$ cat config.mk
export PLATFORM = sky130hd
export DESIGN_NAME = bcd_digit_arithmetic_unit
export DESIGN_NICKNAME = d
export VERILOG_FILES = /design/src/design/bcd_arith_pkg.sv /design/src/design/bcd_digit_arithmetic_unit.sv
export SDC_FILE = /design/constraint.sdc
export NUM_CORES = 1
export LEC_CHECK = 0
export ABC_AREA = 1
export BUFFER_PORTS_ARGS = -buffer_cell sky130_fd_sc_hd__buf_2
export CELL_PAD_IN_SITES_DETAIL_PLACEMENT = 1
export CELL_PAD_IN_SITES_GLOBAL_PLACEMENT = 2
export CORE_MARGIN = 3
export CORE_UTILIZATION = 39
export DETAILED_ROUTE_END_ITERATION = 10
export PLACE_DENSITY = 0.83
export SYNTH_ARGS = -nofsm -noshare
export SYNTH_HDL_FRONTEND = slang
export SYNTH_SLANG_ARGS = --single-unit
$ cat constraint.sdc
create_clock -name i_clk -period 25.7 [get_ports i_clk]
set_clock_uncertainty 0.2 [all_clocks]
set_input_delay 5.14 -clock i_clk [delete_from_list [all_inputs] [get_ports i_clk]]
set_output_delay 5.14 -clock i_clk [all_outputs]
set_load 0.05 [all_outputs]
$ cat src/design/bcd_arith_pkg.sv
// Package for the 16-digit BCD arithmetic unit: sizes, command codes and
// the per-digit adjust used by the binary to BCD converter.
// No dependencies.
package bcd_arith_pkg;

    // Number of decimal digits held and returned
    localparam int DIGITS    = 16;
    localparam int BCD_W     = 4 * DIGITS;
    localparam int OUT_BCD_W = 64;
    localparam int OPND_W    = 31;
    localparam int VAL_W     = 35;
    // Multiplier digit is four bits, one shift-add step per bit
    localparam int MUL_STEPS = 4;
    localparam int CNT_W     = $clog2(VAL_W + 1);
    localparam int MAX_DIGIT = 9;

    typedef enum logic [1:0] {
        CMD_LOAD = 2'd0,
        CMD_SHOW = 2'd1,
        CMD_ADD  = 2'd2,
        CMD_MUL  = 2'd3
    } t_cmd;

    // Double-dabble correction: a digit of five or more gets three added
    function automatic logic [3:0] dd_adjust(input logic [3:0] d);
        logic [3:0] r;
        r = (d >= 4'd5) ? d + 4'd3 : d;
        return r;
    endfunction

endpackage

$ cat src/design/bcd_digit_arithmetic_unit.sv
// Top level of the 16-digit BCD arithmetic unit: command sequencer,
// shift-add multiplier step and shift-add-3 binary to BCD converter.
// Depends on bcd_arith_pkg.
//
// One command is taken when start is high and busy is low; busy stays high
// until the result beat, which is shown for one cycle with o_done and cannot
// be held off. Show answers without raising busy. Load and add first form the
// binary value, then run 35 passes of the shared shift-add-3 stage that
// turns the 35-bit value into decimal digits, one bit per cycle. Multiply
// runs 4 shift-add steps over the multiplier digit on the same value
// register, then the 35 conversion passes. A multiplier digit above nine
// returns zero with o_status set, skipping the shift-add steps.
module bcd_digit_arithmetic_unit (
    input  logic                                i_clk,
    input  logic                                i_rst_n,
    input  logic                                start,
    output logic                                busy,
    input  logic [1:0]                          i_command,
    input  logic [bcd_arith_pkg::OPND_W-1:0]    i_operand_a,
    input  logic [bcd_arith_pkg::OPND_W-1:0]    i_operand_b,
    output logic                                o_done,
    output logic [bcd_arith_pkg::OUT_BCD_W-1:0] o_result_bcd,
    output logic [bcd_arith_pkg::VAL_W-1:0]     o_result_value,
    output logic                                o_status
);

    typedef enum logic [1:0] {
        S_IDLE,
        S_MUL,
        S_CONV
    } t_state;

    t_state                             r_state;
    bcd_arith_pkg::t_cmd                r_cmd;
    logic [bcd_arith_pkg::CNT_W-1:0]    r_cnt;
    logic [3:0]                         r_mul_b;
    logic [bcd_arith_pkg::OPND_W-1:0]   r_opnd;
    logic [bcd_arith_pkg::VAL_W-1:0]    r_bin;
    logic [bcd_arith_pkg::BCD_W-1:0]    r_bcd;
    logic                               r_status;
    logic [bcd_arith_pkg::BCD_W-1:0]    r_stored_bcd;
    logic [bcd_arith_pkg::OPND_W-1:0]   r_stored_val;
    logic                               r_done;
    logic [bcd_arith_pkg::OUT_BCD_W-1:0] r_res_bcd;
    logic [bcd_arith_pkg::VAL_W-1:0]    r_res_val;
    logic                               r_res_status;

    logic [bcd_arith_pkg::BCD_W-1:0]    n_adj;
    logic [bcd_arith_pkg::BCD_W-1:0]    n_bcd;
    logic [bcd_arith_pkg::VAL_W-1:0]    n_mul;
    bcd_arith_pkg::t_cmd                n_cmd;

    assign n_cmd = bcd_arith_pkg::t_cmd'(i_command);

    // Shift-add-3 stage: adjust every digit, then shift in the next value bit
    always_comb begin
        for (int i = 0; i < bcd_arith_pkg::DIGITS; i++) begin
            n_adj[4*i +: 4] = bcd_arith_pkg::dd_adjust(r_bcd[4*i +: 4]);
        end
        n_bcd = {n_adj[bcd_arith_pkg::BCD_W-2:0], r_bin[bcd_arith_pkg::VAL_W-1]};
    end

    // Multiplier step, top bit of the digit first: acc = 2*acc + (bit ? a : 0)
    assign n_mul = {r_bin[bcd_arith_pkg::VAL_W-2:0], 1'b0}
                 + (r_mul_b[3] ? bcd_arith_pkg::VAL_W'(r_opnd)
                               : {bcd_arith_pkg::VAL_W{1'b0}});

    // Sequencer, datapath registers and result beat
    always_ff @(posedge i_clk) begin
        if (!i_rst_n) begin
            r_state      <= S_IDLE;
            r_done       <= 1'b0;
            r_stored_bcd <= '0;
            r_stored_val <= '0;
        end else begin
            r_done <= 1'b0;
            unique case (r_state)
                S_IDLE: begin
                    if (start) begin
                        r_cmd    <= n_cmd;
                        r_cnt    <= '0;
                        r_bcd    <= '0;
                        r_status <= 1'b0;
                        unique case (n_cmd)
                            bcd_arith_pkg::CMD_LOAD: begin
                                r_bin        <= bcd_arith_pkg::VAL_W'(i_operand_a);
                                r_stored_val <= i_operand_a;
                                r_state      <= S_CONV;
                            end
                            bcd_arith_pkg::CMD_SHOW: begin
                                r_res_bcd    <= bcd_arith_pkg::OUT_BCD_W'(r_stored_bcd);
                                r_res_val    <= bcd_arith_pkg::VAL_W'(r_stored_val);
                                r_res_status <= 1'b0;
                                r_done       <= 1'b1;
                            end
                            bcd_arith_pkg::CMD_ADD: begin
                                r_bin   <= bcd_arith_pkg::VAL_W'(i_operand_a)
                                         + bcd_arith_pkg::VAL_W'(i_operand_b);
                                r_state <= S_CONV;
                            end
                            bcd_arith_pkg::CMD_MUL: begin
                                r_bin   <= '0;
                                r_opnd  <= i_operand_a;
                                r_mul_b <= i_operand_b[3:0];
                                if (i_operand_b >
                                    bcd_arith_pkg::OPND_W'(bcd_arith_pkg::MAX_DIGIT)) begin
                                    // bad digit: convert zero, flag it
                                    r_status <= 1'b1;
                                    r_state  <= S_CONV;
                                end else begin
                                    r_state <= S_MUL;
                                end
                            end
                            default: r_state <= S_IDLE;
                        endcase
                    end
                end
                S_MUL: begin
                    r_bin   <= n_mul;
                    r_mul_b <= {r_mul_b[2:0], 1'b0};
                    if (r_cnt == bcd_arith_pkg::CNT_W'(bcd_arith_pkg::MUL_STEPS - 1)) begin
                        r_cnt   <= '0;
                        r_state <= S_CONV;
                    end else begin
                        r_cnt <= r_cnt + 1'b1;
                    end
                end
                S_CONV: begin
                    // rotate so the value is back in place after the last pass
                    r_bcd <= n_bcd;
                    r_bin <= {r_bin[bcd_arith_pkg::VAL_W-2:0],
                              r_bin[bcd_arith_pkg::VAL_W-1]};
                    if (r_cnt == bcd_arith_pkg::CNT_W'(bcd_arith_pkg::VAL_W - 1)) begin
                        r_res_bcd    <= bcd_arith_pkg::OUT_BCD_W'(n_bcd);
                        r_res_val    <= {r_bin[bcd_arith_pkg::VAL_W-2:0],
                                         r_bin[bcd_arith_pkg::VAL_W-1]};
                        r_res_status <= r_status;
                        r_done       <= 1'b1;
                        if (r_cmd == bcd_arith_pkg::CMD_LOAD) begin
                            r_stored_bcd <= n_bcd;
                        end
                        r_state <= S_IDLE;
                    end else begin
                        r_cnt <= r_cnt + 1'b1;
                    end
                end
                default: r_state <= S_IDLE;
            endcase
        end
    end

    assign busy           = (r_state != S_IDLE);
    assign o_done         = r_done;
    assign o_result_bcd   = r_res_bcd;
    assign o_result_value = r_res_val;
    assign o_status       = r_res_status;

    // A result beat only comes out once the sequencer is back at rest
    a_done_idle: assert property (@(posedge i_clk) disable iff (!i_rst_n)
        o_done |-> !busy)
        else $error("result beat while sequencer busy");

    // A flagged multiply returns zero digits and zero value
    a_err_zero: assert property (@(posedge i_clk) disable iff (!i_rst_n)
        (o_done && o_status) |-> (o_result_bcd == '0 && o_result_value == '0))
        else $error("error result not zero");

    // Every accepted command other than show keeps the unit busy next cycle
    a_busy_after_start: assert property (@(posedge i_clk) disable iff (!i_rst_n)
        (start && !busy && i_command != bcd_arith_pkg::CMD_SHOW) |=> (busy && !o_done))
        else $error("command accepted but unit not busy");

endmodule

==> results.cfg, run 1 <==
[run_status]
status = finished, final reports clean

[worst_hold_path]
min_path_type = register to register

[layout]
area_growth_pct = 14.2
drive_gt1_share_pct = 11.2
multi_input_area_um2 = 8970
nets = 2919
final-seq-area_um2 = 9260
design_area_um2 = 22900
mostFrequentLayoutCells = 762 x nand2_1, 389 x inv_1, 251 x nor2_1
final_common_cell = nand2_1
nFillCells = 6318

[placed_design]
place_area_um2 = 21500
dp_hpwl_mm = 46.6
gp_congestion = 0.859
port_buffers = 168

[setup_path]
crit_fanout = 65
cp_num_buf_inv = 4
cp-end-kind = register
crit_family = buffers and inverters
crit_chain = buf_2, buf_4, nand2_1, a21oi_4, buf_4, o21ai_0, a21oi_4, buf_4
crit_type = input pin to register
crit_top_cell = buf_4
crit_required_ns = 25.66
cp_data_arrival_time_ns = 8.14
startpoint_type = input pin
crit_path_top_delay_cell = buf_4
max_stage_delay_ns = 0.74

[die]
die_w_um = 233
std_cell_rows = 82
die_area_um2 = 54100
start_util_pct = 39.7
io_pins = 169
coreArea_um2 = 50500
fp.dieH_um = 233

[sta]
fin_crit_sh_pct = 31.8
tns_ns = 0
min_period_ns = 8.18
fmax_ghz = 0.122
rsz0062_at_grt = false
tightest_slew_ns = 1.15
slew_viol_final = 0
relSlewSlack_pct = 23.5
finalSetupViolCount = 0
finalHoldViolCount = 0

[yosys]
syn_nets = 2771
ys_seq_area_share_pct = 46.2
synthDominantCellAreaShare_pct = 36.4
ys_types = 48
synth_flop_cell = edfxtp_1
synth_edf_count = 243
yosysWarnings = 0
netlist_top_cells_area = edfxtp_1 36%, nand2_1 14%, dfxtp_1 9.8%
syn_area_per_cell_um2 = 7.69
synth_area_leader_cell = edfxtp_1
async_flop_share_pct = 0
syn_area_um2 = 20000
ys_seq_elements = 341
synth_cells = 2603

[drt]
via_count = 17506
post-route-drc-count = 0
avgViaCountPerCell = 5.07
drtIter0Drc = 816
ant_nets = 0
post_drt_wl_per_cell_um = 18.2
drt-total-wl_mm = 62.8
first_pass_iters = 5

[clock_tree]
h-tree-depth = 2
cts_tree = built
cts_sinks = 341
clk_pin_slew_ns = 0.06
cts_buffer_depth = 3
clockRootBuffer = clkbuf_16
cts_made_buffers = 41
cts_hold_buf = 0
cts-resized-gates = 0
cts_setup_buffers = 0
worst_skew_pair.late_latency_ns = 0.57

[grt]
grt_antenna_before_repair = 1
grt_overflow_total = 0
grt_max_degree = 117
grtUsageTotal_pct = 23.3
grt_pass1_vias = 18351
grt_pass1_wl_mm = 99.4

[power]
cellPowerDensity_nw_per_um2 = 70.1
leakagePower_nw = 10.8
ir_drop_uv = 45.8

[run]
drv_cap = 0
## cell usage after synthesis, types with 9 or more instances
| cell type | count |
|---|---|
| nor2_1 | 251 |
| o21bai_1 | 20 |
| nand2_1 | 762 |
| nand3_1 | 86 |
| a21oi_1 | 173 |
| or2_2 | 18 |
| inv_1 | 389 |
| a211oi_1 | 17 |
| nor3_1 | 14 |
| xor2_1 | 33 |
| nor2_2 | 9 |
| nand3b_1 | 13 |
| o21ai_1 | 9 |
| dfxtp_1 | 98 |
| nand4_1 | 16 |
| edfxtp_1 | 243 |
| ha_1 | 99 |
| nand2_2 | 11 |
| o21ai_0 | 214 |
| buf_2 | 26 |
| clkbuf_1 | 43 |
## logic make-up after synthesis
family                     after synthesis  share of synthesized area (%)
AOI/OAI and AO/OA                      447                           11.9
DFF                                    341                           46.2
and+or+nand+nor                       1204                           24.8
buffers and inverters                  475                           9.19
adders and majority gates              101                           6.39
xor gates and xnor gates                35                           1.53
## metal layers
metal / part of all wire [%] / vias up / global-route usage [%] / routed length [um]
met2: 50 / 278 / 41.8 / 31200
li1: - / 8689 / - / -
met1: 43 / 8429 / 28.4 / 27100
met5: 0 / - / 0 / 0
met3: 3.1 / 110 / 2.79 / 1920
met4: 4.0 / 0 / 8.91 / 2540
## area by class of cell
cell class | instances | area share (%)
Clock buffer | 58 | 5.03
Antenna cell | 1 | 0.0109
Multi-Input combinational cell | 1787 | 39.2
Sequential cell | 341 | 40.5
Timing Repair Buffer | 183 | 4.17
Tap cell | 672 | 3.68
Inverter | 397 | 6.55
Clock inverter | 14 | 0.832
## tightest hold or removal path, cell delays in order, from the launching register on
cell	delay (ns)
dfxtp_1	0.29
inv_1	0.06
a21oi_1	0.05
## through the flow
stage               hold WS, ns  power (mW)  util [%]  std cells  setup WS [ns]
floorplan                 0.230       0.919         -       2603          11.04
global placement          0.240        1.02      42.6       3380          17.04
detailed placement        0.250        1.03      42.6       3380          16.94
CTS                       0.258        1.62      45.3       3452          17.46
global route              0.287        1.69      45.3       3453          17.27
finish                    0.255        1.60      45.3       3453          17.52
## final timing paths
kind                              endpoint                           from  cells past startpoint  slack (ns)
min          r_stored_bcd[45]$_SDFFE_PN0P_  r_stored_bcd[45]$_SDFFE_PN0P_                      2        0.25
max reg2reg    o_result_value[9]$_DFFE_PP_        r_state[0]$_SDFFE_PN0P_                     10       21.56
min reg2reg  r_stored_bcd[45]$_SDFFE_PN0P_  r_stored_bcd[45]$_SDFFE_PN0P_                      2        0.25
max            o_result_value[9]$_DFFE_PP_                        i_rst_n                      8       17.52
## state kept, by name, indices dropped and copies added (netlist names)
signal,count
o_done,1
o_result_bcd,64
o_result_value,35
o_status,1
r_bcd,64
r_bin,35
r_cmd,2
r_cnt,6
r_mul_b,4
r_opnd,31
r_state,2
r_status,1
r_stored_bcd,64
r_stored_val,31
## power breakdown
| part | leakage (nW) | switching (mW) | total [mW] | internal (mW) |
|---|---|---|---|---|
| combinational | 7.04 | 0.261 | 0.357 | 0.0956 |
| clock | 0.640 | 0.232 | 0.585 | 0.353 |
| sequential | 3.09 | 0.0206 | 0.661 | 0.640 |
No activity file was read; power rests on OpenSTA's default activity.
==> inputs of run 2 (changes only) <==
Settings changed: ABC_AREA 1 to 0, PLACE_DENSITY 0.83 to 0.76.
Clock period 25.7 ns to 8.1 ns, I/O delays scaled along.
==> run 2 against run 1 <==
Against the previous run:
- highest routed layer is now met5
- worst setup slack lost 14 ns
- via count is 18% lower
- critical path depth is 4 higher
- synthesized cell count decreased by 30%
- cell area down 8.0%
- wire length down 14%
- area after synthesis shrank 7.8%
- non-clock buffer count is the same
- combinational power increased to 2.6 times the previous value
- power rose to 2.9 times the previous value
==> results.cfg, run 2 <==
[run_status]
status = finished, final reports clean

[setup_path]
crit_required_ns = 8.29
startpoint_type = input pin
cp-end-kind = register
crit_type = input pin to register
cp_data_arrival_time_ns = 4.39
crit_fanout = 5

[die]
coreArea_um2 = 46700
start_util_pct = 39.6
fp.dieH_um = 224
die_area_um2 = 50000
io_pins = 169
die_w_um = 224
std_cell_rows = 79

[yosys]
synth_cells = 1823
syn_area_um2 = 18500
ys_seq_area_share_pct = 50.2
ys_types = 71
synth.most_common_cell = nand2_1
synthMuxAreaShare_pct = 1.69
synth-simple-area-share_pct = 15.9
async_flop_share_pct = 0
synth_xor_area_share_pct = 2.61
synth_area_leader_cell = edfxtp_1
synth_top_family_by_area = compound AO/OA/AOI/OAI gates
netlist_top_cells_area = edfxtp_1 40%, dfxtp_1 11%, ha_1 6.7%
synth_common_cells = 259 x nand2_1, 243 x edfxtp_1, 124 x a21oi_1
synth_fa_ha_area_share_pct = 6.93
syn_nets = 1991
ys_seq_elements = 341
synth_edf_count = 243
synth-compound-area-share_pct = 19.2
synth_flop_cell = edfxtp_1
yosysWarnings = 0
syn_area_per_cell_um2 = 10.1
synthDominantCellAreaShare_pct = 39.5

[drt]
ant_nets = 0
post-route-drc-count = 0
drtIter0Drc = 694
via_count = 14311
avgViaCountPerCell = 5.51
drt-total-wl_mm = 53.7
post_drt_wl_per_cell_um = 20.7
first_pass_iters = 4

[clock_tree]
cts-resized-gates = 0
cts_buffer_depth = 3
cts_hold_buf = 0
cts_tree = built
h-tree-depth = 2
worst_skew_pair.late_latency_ns = 0.56
clk_pin_slew_ns = 0.06
cts_made_buffers = 40
cts_setup_buffers = 0
cts_sinks = 341
clockRootBuffer = clkbuf_16

[sta]
slew_viol_final = 0
rsz0062_at_grt = false
finalHoldViolCount = 0
fin_crit_sh_pct = 51.8
finalSetupViolCount = 0
relSlewSlack_pct = 25.5
min_period_ns = 4.19
fmax_ghz = 0.238
tightest_slew_ns = 1.11
tns_ns = 0

[power]
power_frac_seq_pct = 44.6
intPower_mw = 3.24
p_total_mw = 4.64
ir_drop_uv = 115
switching_share_pct = 30.2
pwr-share-clk_pct = 35.7
cellPowerDensity_nw_per_um2 = 220
leakagePower_nw = 8.81
net-switching-power_mw = 1.40
comb_power_share_pct = 19.7

[layout]
final_common_cell = nand2_1
nFillCells = 5272
final_util_pct = 45.1
area_growth_pct = 14.0
mostFrequentLayoutCells = 259 x nand2_1, 243 x edfxtp_1, 167 x buf_2
drive_gt1_share_pct = 13.4
nets = 2126

[placed_design]
gp_congestion = 0.833
dp_hpwl_mm = 36.9
port_buffers = 168

[grt]
grt_pass1_wl_mm = 83.7
grt_antenna_before_repair = 3
grt_overflow_total = 0
grt_pass1_vias = 14843
grtUsageTotal_pct = 21.1
grt_max_degree = 77

[run]
drv_cap = 0

[worst_hold_path]
min_path_type = register to register
==> run 2: layer usage <==
metal  wire length (um)  vias up  share of wire [%]  global-route usage, %
li1                   -     6889                  -                      -
met1              24100     7110                 45                   27.2
met2              26400      234                 49                   37.3
met3               1820       76                3.4                   3.20
met4               1320        2                2.5                   5.84
met5                 17        -              0.032                      0
==> run 2: worst max-delay path, stage by stage <==
cell and delay, ns:
buf_2 0.14, ha_1 0.19, inv_1 0.06, fa_1 0.38, nor2b_1 0.22, o31a_1 0.29
o211ai_1 0.18, a21oi_2 0.29, o21a_1 0.28, nor3_1 0.09, or4_1 0.50, a31oi_1 0.14
==> run 2: cells by family (layout without fill, tap and decap cells) <==
family / Yosys count / after routing
XOR/XNOR: 55 / 55
adder cells (fa/ha/maj): 101 / 101
AO/OA/AOI/OAI: 523 / 523
AND/OR/NAND/NOR: 601 / 601
multiplexers: 30 / 30
buffers and inverters: 172 / 337
other: 0 / 2
flip-flops: 341 / 341
==> run 2: power groups by stage <==
stage	Clock (mW)	Sequential [mW]	Combinational, mW
2_1_floorplan	0	2.18	0.560
3_3_place_gp	0	2.10	0.901
3_5_place_dp	0	2.10	0.916
4_1_cts	1.70	2.07	0.922
5_1_grt	1.77	2.08	1.01
6_report	1.66	2.07	0.913
==> run 2: cell type report <==
cell class	instances	area, um2	share of cell area, %
repair buffers	183	956	4.54
diodes	2	5.00	0.0238
multi-input cells	1310	8590	40.8
flip-flops and latches	341	9260	44.0
clock inverters	16	87.6	0.416
clock buffers	56	1080	5.14
well taps	607	759	3.61
inverters	82	309	1.47
==> run 2: path summary, 6_finish.rpt <==
path | cells after the start | to | slack [ns] | start
worst max-delay path | 12 | r_bin[24]$_DFFE_PP_ | 3.91 | i_operand_b[0]
worst min-delay path | 2 | r_stored_val[7]$_SDFFE_PN0P_ | 0.26 | r_stored_val[7]$_SDFFE_PN0P_
worst max register to register | 11 | r_bin[27]$_DFFE_PP_ | 3.94 | r_mul_b[3]$_DFFE_PP_
worst min register to register | 2 | r_stored_val[7]$_SDFFE_PN0P_ | 0.26 | r_stored_val[7]$_SDFFE_PN0P_
==> run 2: per-stage QoR <==
| stage | area (um2) | setup slack, ns | hold WS, ns | std cells |
|---|---|---|---|---|
| final | 21000 | 3.91 | 0.264 | 2597 |
| after global routing | 21000 | 3.67 | 0.280 | 2597 |
| after detailed placement | 19900 | 3.39 | 0.259 | 2523 |
| after global placement | 19900 | 3.45 | 0.250 | 2523 |
| after CTS | 21000 | 3.88 | 0.267 | 2595 |
| after floorplan | 18500 | 1.42 | 0.241 | 1823 |
==> inputs of run 3 (changes only) <==
Settings changed: CORE_UTILIZATION 39 to 35, PLACE_DENSITY 0.76 to 0.72.
Clock period 8.1 ns to 3.7 ns, I/O delays scaled along.
==> run 3 against run 2 <==
Against the previous run:
- worst hold slack worse by 0.057 ns
- critical path type is now register to register
- sequential share of layout area decreased by 1.5 points
- critical endpoint is now r_bin[27]$_DFFE_PP_
- power rose by 130%
- non-clock buffer count rose by 51
- register-to-register slack got worse by 3.6 ns
- global-route usage shrank 1.3 points
- die area increased by 11%
- critical path depth is the same
- combinational power up 130%
- cell area rose by 3.6%
- via count is 1.7% higher
==> results.cfg, run 3 (synthesized netlist as in run 2, its figures left out) <==
[placed_design]
place_area_um2 = 20400
pre_cts_ws_ns = -0.0482
gp_congestion = 0.845
port_buffers = 168
dp_hpwl_mm = 39.0

[run_status]
status = finished, final reports clean

[layout]
nets = 2180
final_util_pct = 42.2
drive_gt1_share_pct = 16.0
final_common_cell = nand2_1
area_growth_pct = 18.1
mostFrequentLayoutCells = 259 x nand2_1, 243 x edfxtp_1, 167 x buf_2
design_area_um2 = 21800

[setup_path]
crit_path_top_delay_cell = fa_1
max_stage_delay_ns = 0.45
cp-end-kind = register
startpoint_type = register
crit_chain = buf_4, and2_1, fa_1, a21oi_1, o22ai_1, o211ai_1, buf_4, nand4_1, a31oi_1, xnor2_1, a221oi_2, a211oi_1
crit_required_ns = 3.86
cp_data_arrival_time_ns = 3.56
crit_fanout = 10
crit_top_cell = buf_4
crit_type = register to register

[grt]
grt_pass1_wl_mm = 87.5
grt_overflow_total = 0
grt_max_degree = 78
grt_antenna_before_repair = 4
grtUsageTotal_pct = 19.8
grt_pass1_vias = 15478

[sta]
relSlewSlack_pct = 34.8
tightest_slew_ns = 0.977
fin_ws_ns = 0.300
slew_viol_final = 0
rsz0062_at_grt = false
fmax_ghz = 0.294
finalSetupViolCount = 0
min_period_ns = 3.40
finalHoldViolCount = 0
fin_crit_sh_pct = 91.9

[drt]
drt-total-wl_mm = 55.9
via_count = 14548
post-route-drc-count = 0
first_pass_iters = 5
post_drt_wl_per_cell_um = 20.5
avgViaCountPerCell = 5.34
drtIter0Drc = 669
ant_nets = 0

[clock_tree]
h-tree-depth = 2
cts_tree = built
cts_setup_buffers = 0
worst_skew_pair.late_latency_ns = 0.56
clockRootBuffer = clkbuf_16
cts_buffer_depth = 3
cts_made_buffers = 43
clk_pin_slew_ns = 0.06
cts_sinks = 341

[die]
io_pins = 169
die_area_um2 = 55500
die_w_um = 236
coreArea_um2 = 51700
start_util_pct = 35.7
std_cell_rows = 83
fp.dieH_um = 236

[power]
cellPowerDensity_nw_per_um2 = 497
p_total_mw = 10.8
leakagePower_nw = 9.17
ir_drop_uv = 266

[worst_hold_path]
min_path_type = input pin to register

[run]
drv_cap = 0
## run 3: area by class of cell
class	count	area, um2
Antenna cell	2	5.00
Clock buffer	52	1120
Clock inverter	25	279
Fill cell	5757	29900
Inverter	82	309
Multi-Input combinational cell	1310	8600
Sequential cell	341	9260
Tap cell	680	851
Timing Repair Buffer	234	1390
## run 3: timing repair
action                     CTS  global route
hold buffers                 0             0
gates resized for setup      0             1
setup endpoints to repair    0             1
## run 3: per-stage QoR
step	TNS (ns)	hold slack, ns	instances
after floorplan	0	0.241	1823
after global routing	0	0.177	2726
after global placement	0	0.250	2647
after detailed placement	-0.0482	0.258	2647
after CTS	0	0.167	2724
final	0	0.208	2726
## run 3: metal layers
layer	global-route usage (%)	share of wire (%)	up-vias
met4	4.94	1.9	2
met5	0	0.023	-
met1	24.7	44	7245
met2	35.7	50	222
met3	3.21	3.6	75
li1	-	-	7004
## run 3: worst paths after layout
kind,from,to,slack (ns),cells after the start
worst min register to register,r_stored_val[17]$_SDFFE_PN0P_,r_stored_val[17]$_SDFFE_PN0P_,0.26,2
worst max-delay path,r_mul_b[3]$_DFFE_PP_,r_bin[27]$_DFFE_PP_,0.30,12
worst max register to register,r_mul_b[3]$_DFFE_PP_,r_bin[27]$_DFFE_PP_,0.30,12
worst min-delay path,i_operand_a[2],r_opnd[2]$_DFFE_PP_,0.21,1
## run 3: report_power, final
part / total, mW / internal, mW / leakage [nW] / switching, mW
sequential: 4.52 / 4.40 / 3.07 / 0.128
clock: 4.22 / 2.57 / 0.672 / 1.65
combinational: 2.09 / 0.708 / 5.43 / 1.38
total: 10.8 / 7.67 / 9.17 / 3.16
## run 3: critical path, delay by kind of cell, from the launching register on
kind                       cells  cell delay [ns]
adders and majority gates      1             0.45
DFF                            1             0.39
and+or+nand+nor                2             0.33
xor gates and xnor gates       1             0.18
AOI/OAI and AO/OA              6             1.27
buffers and inverters          2             0.36
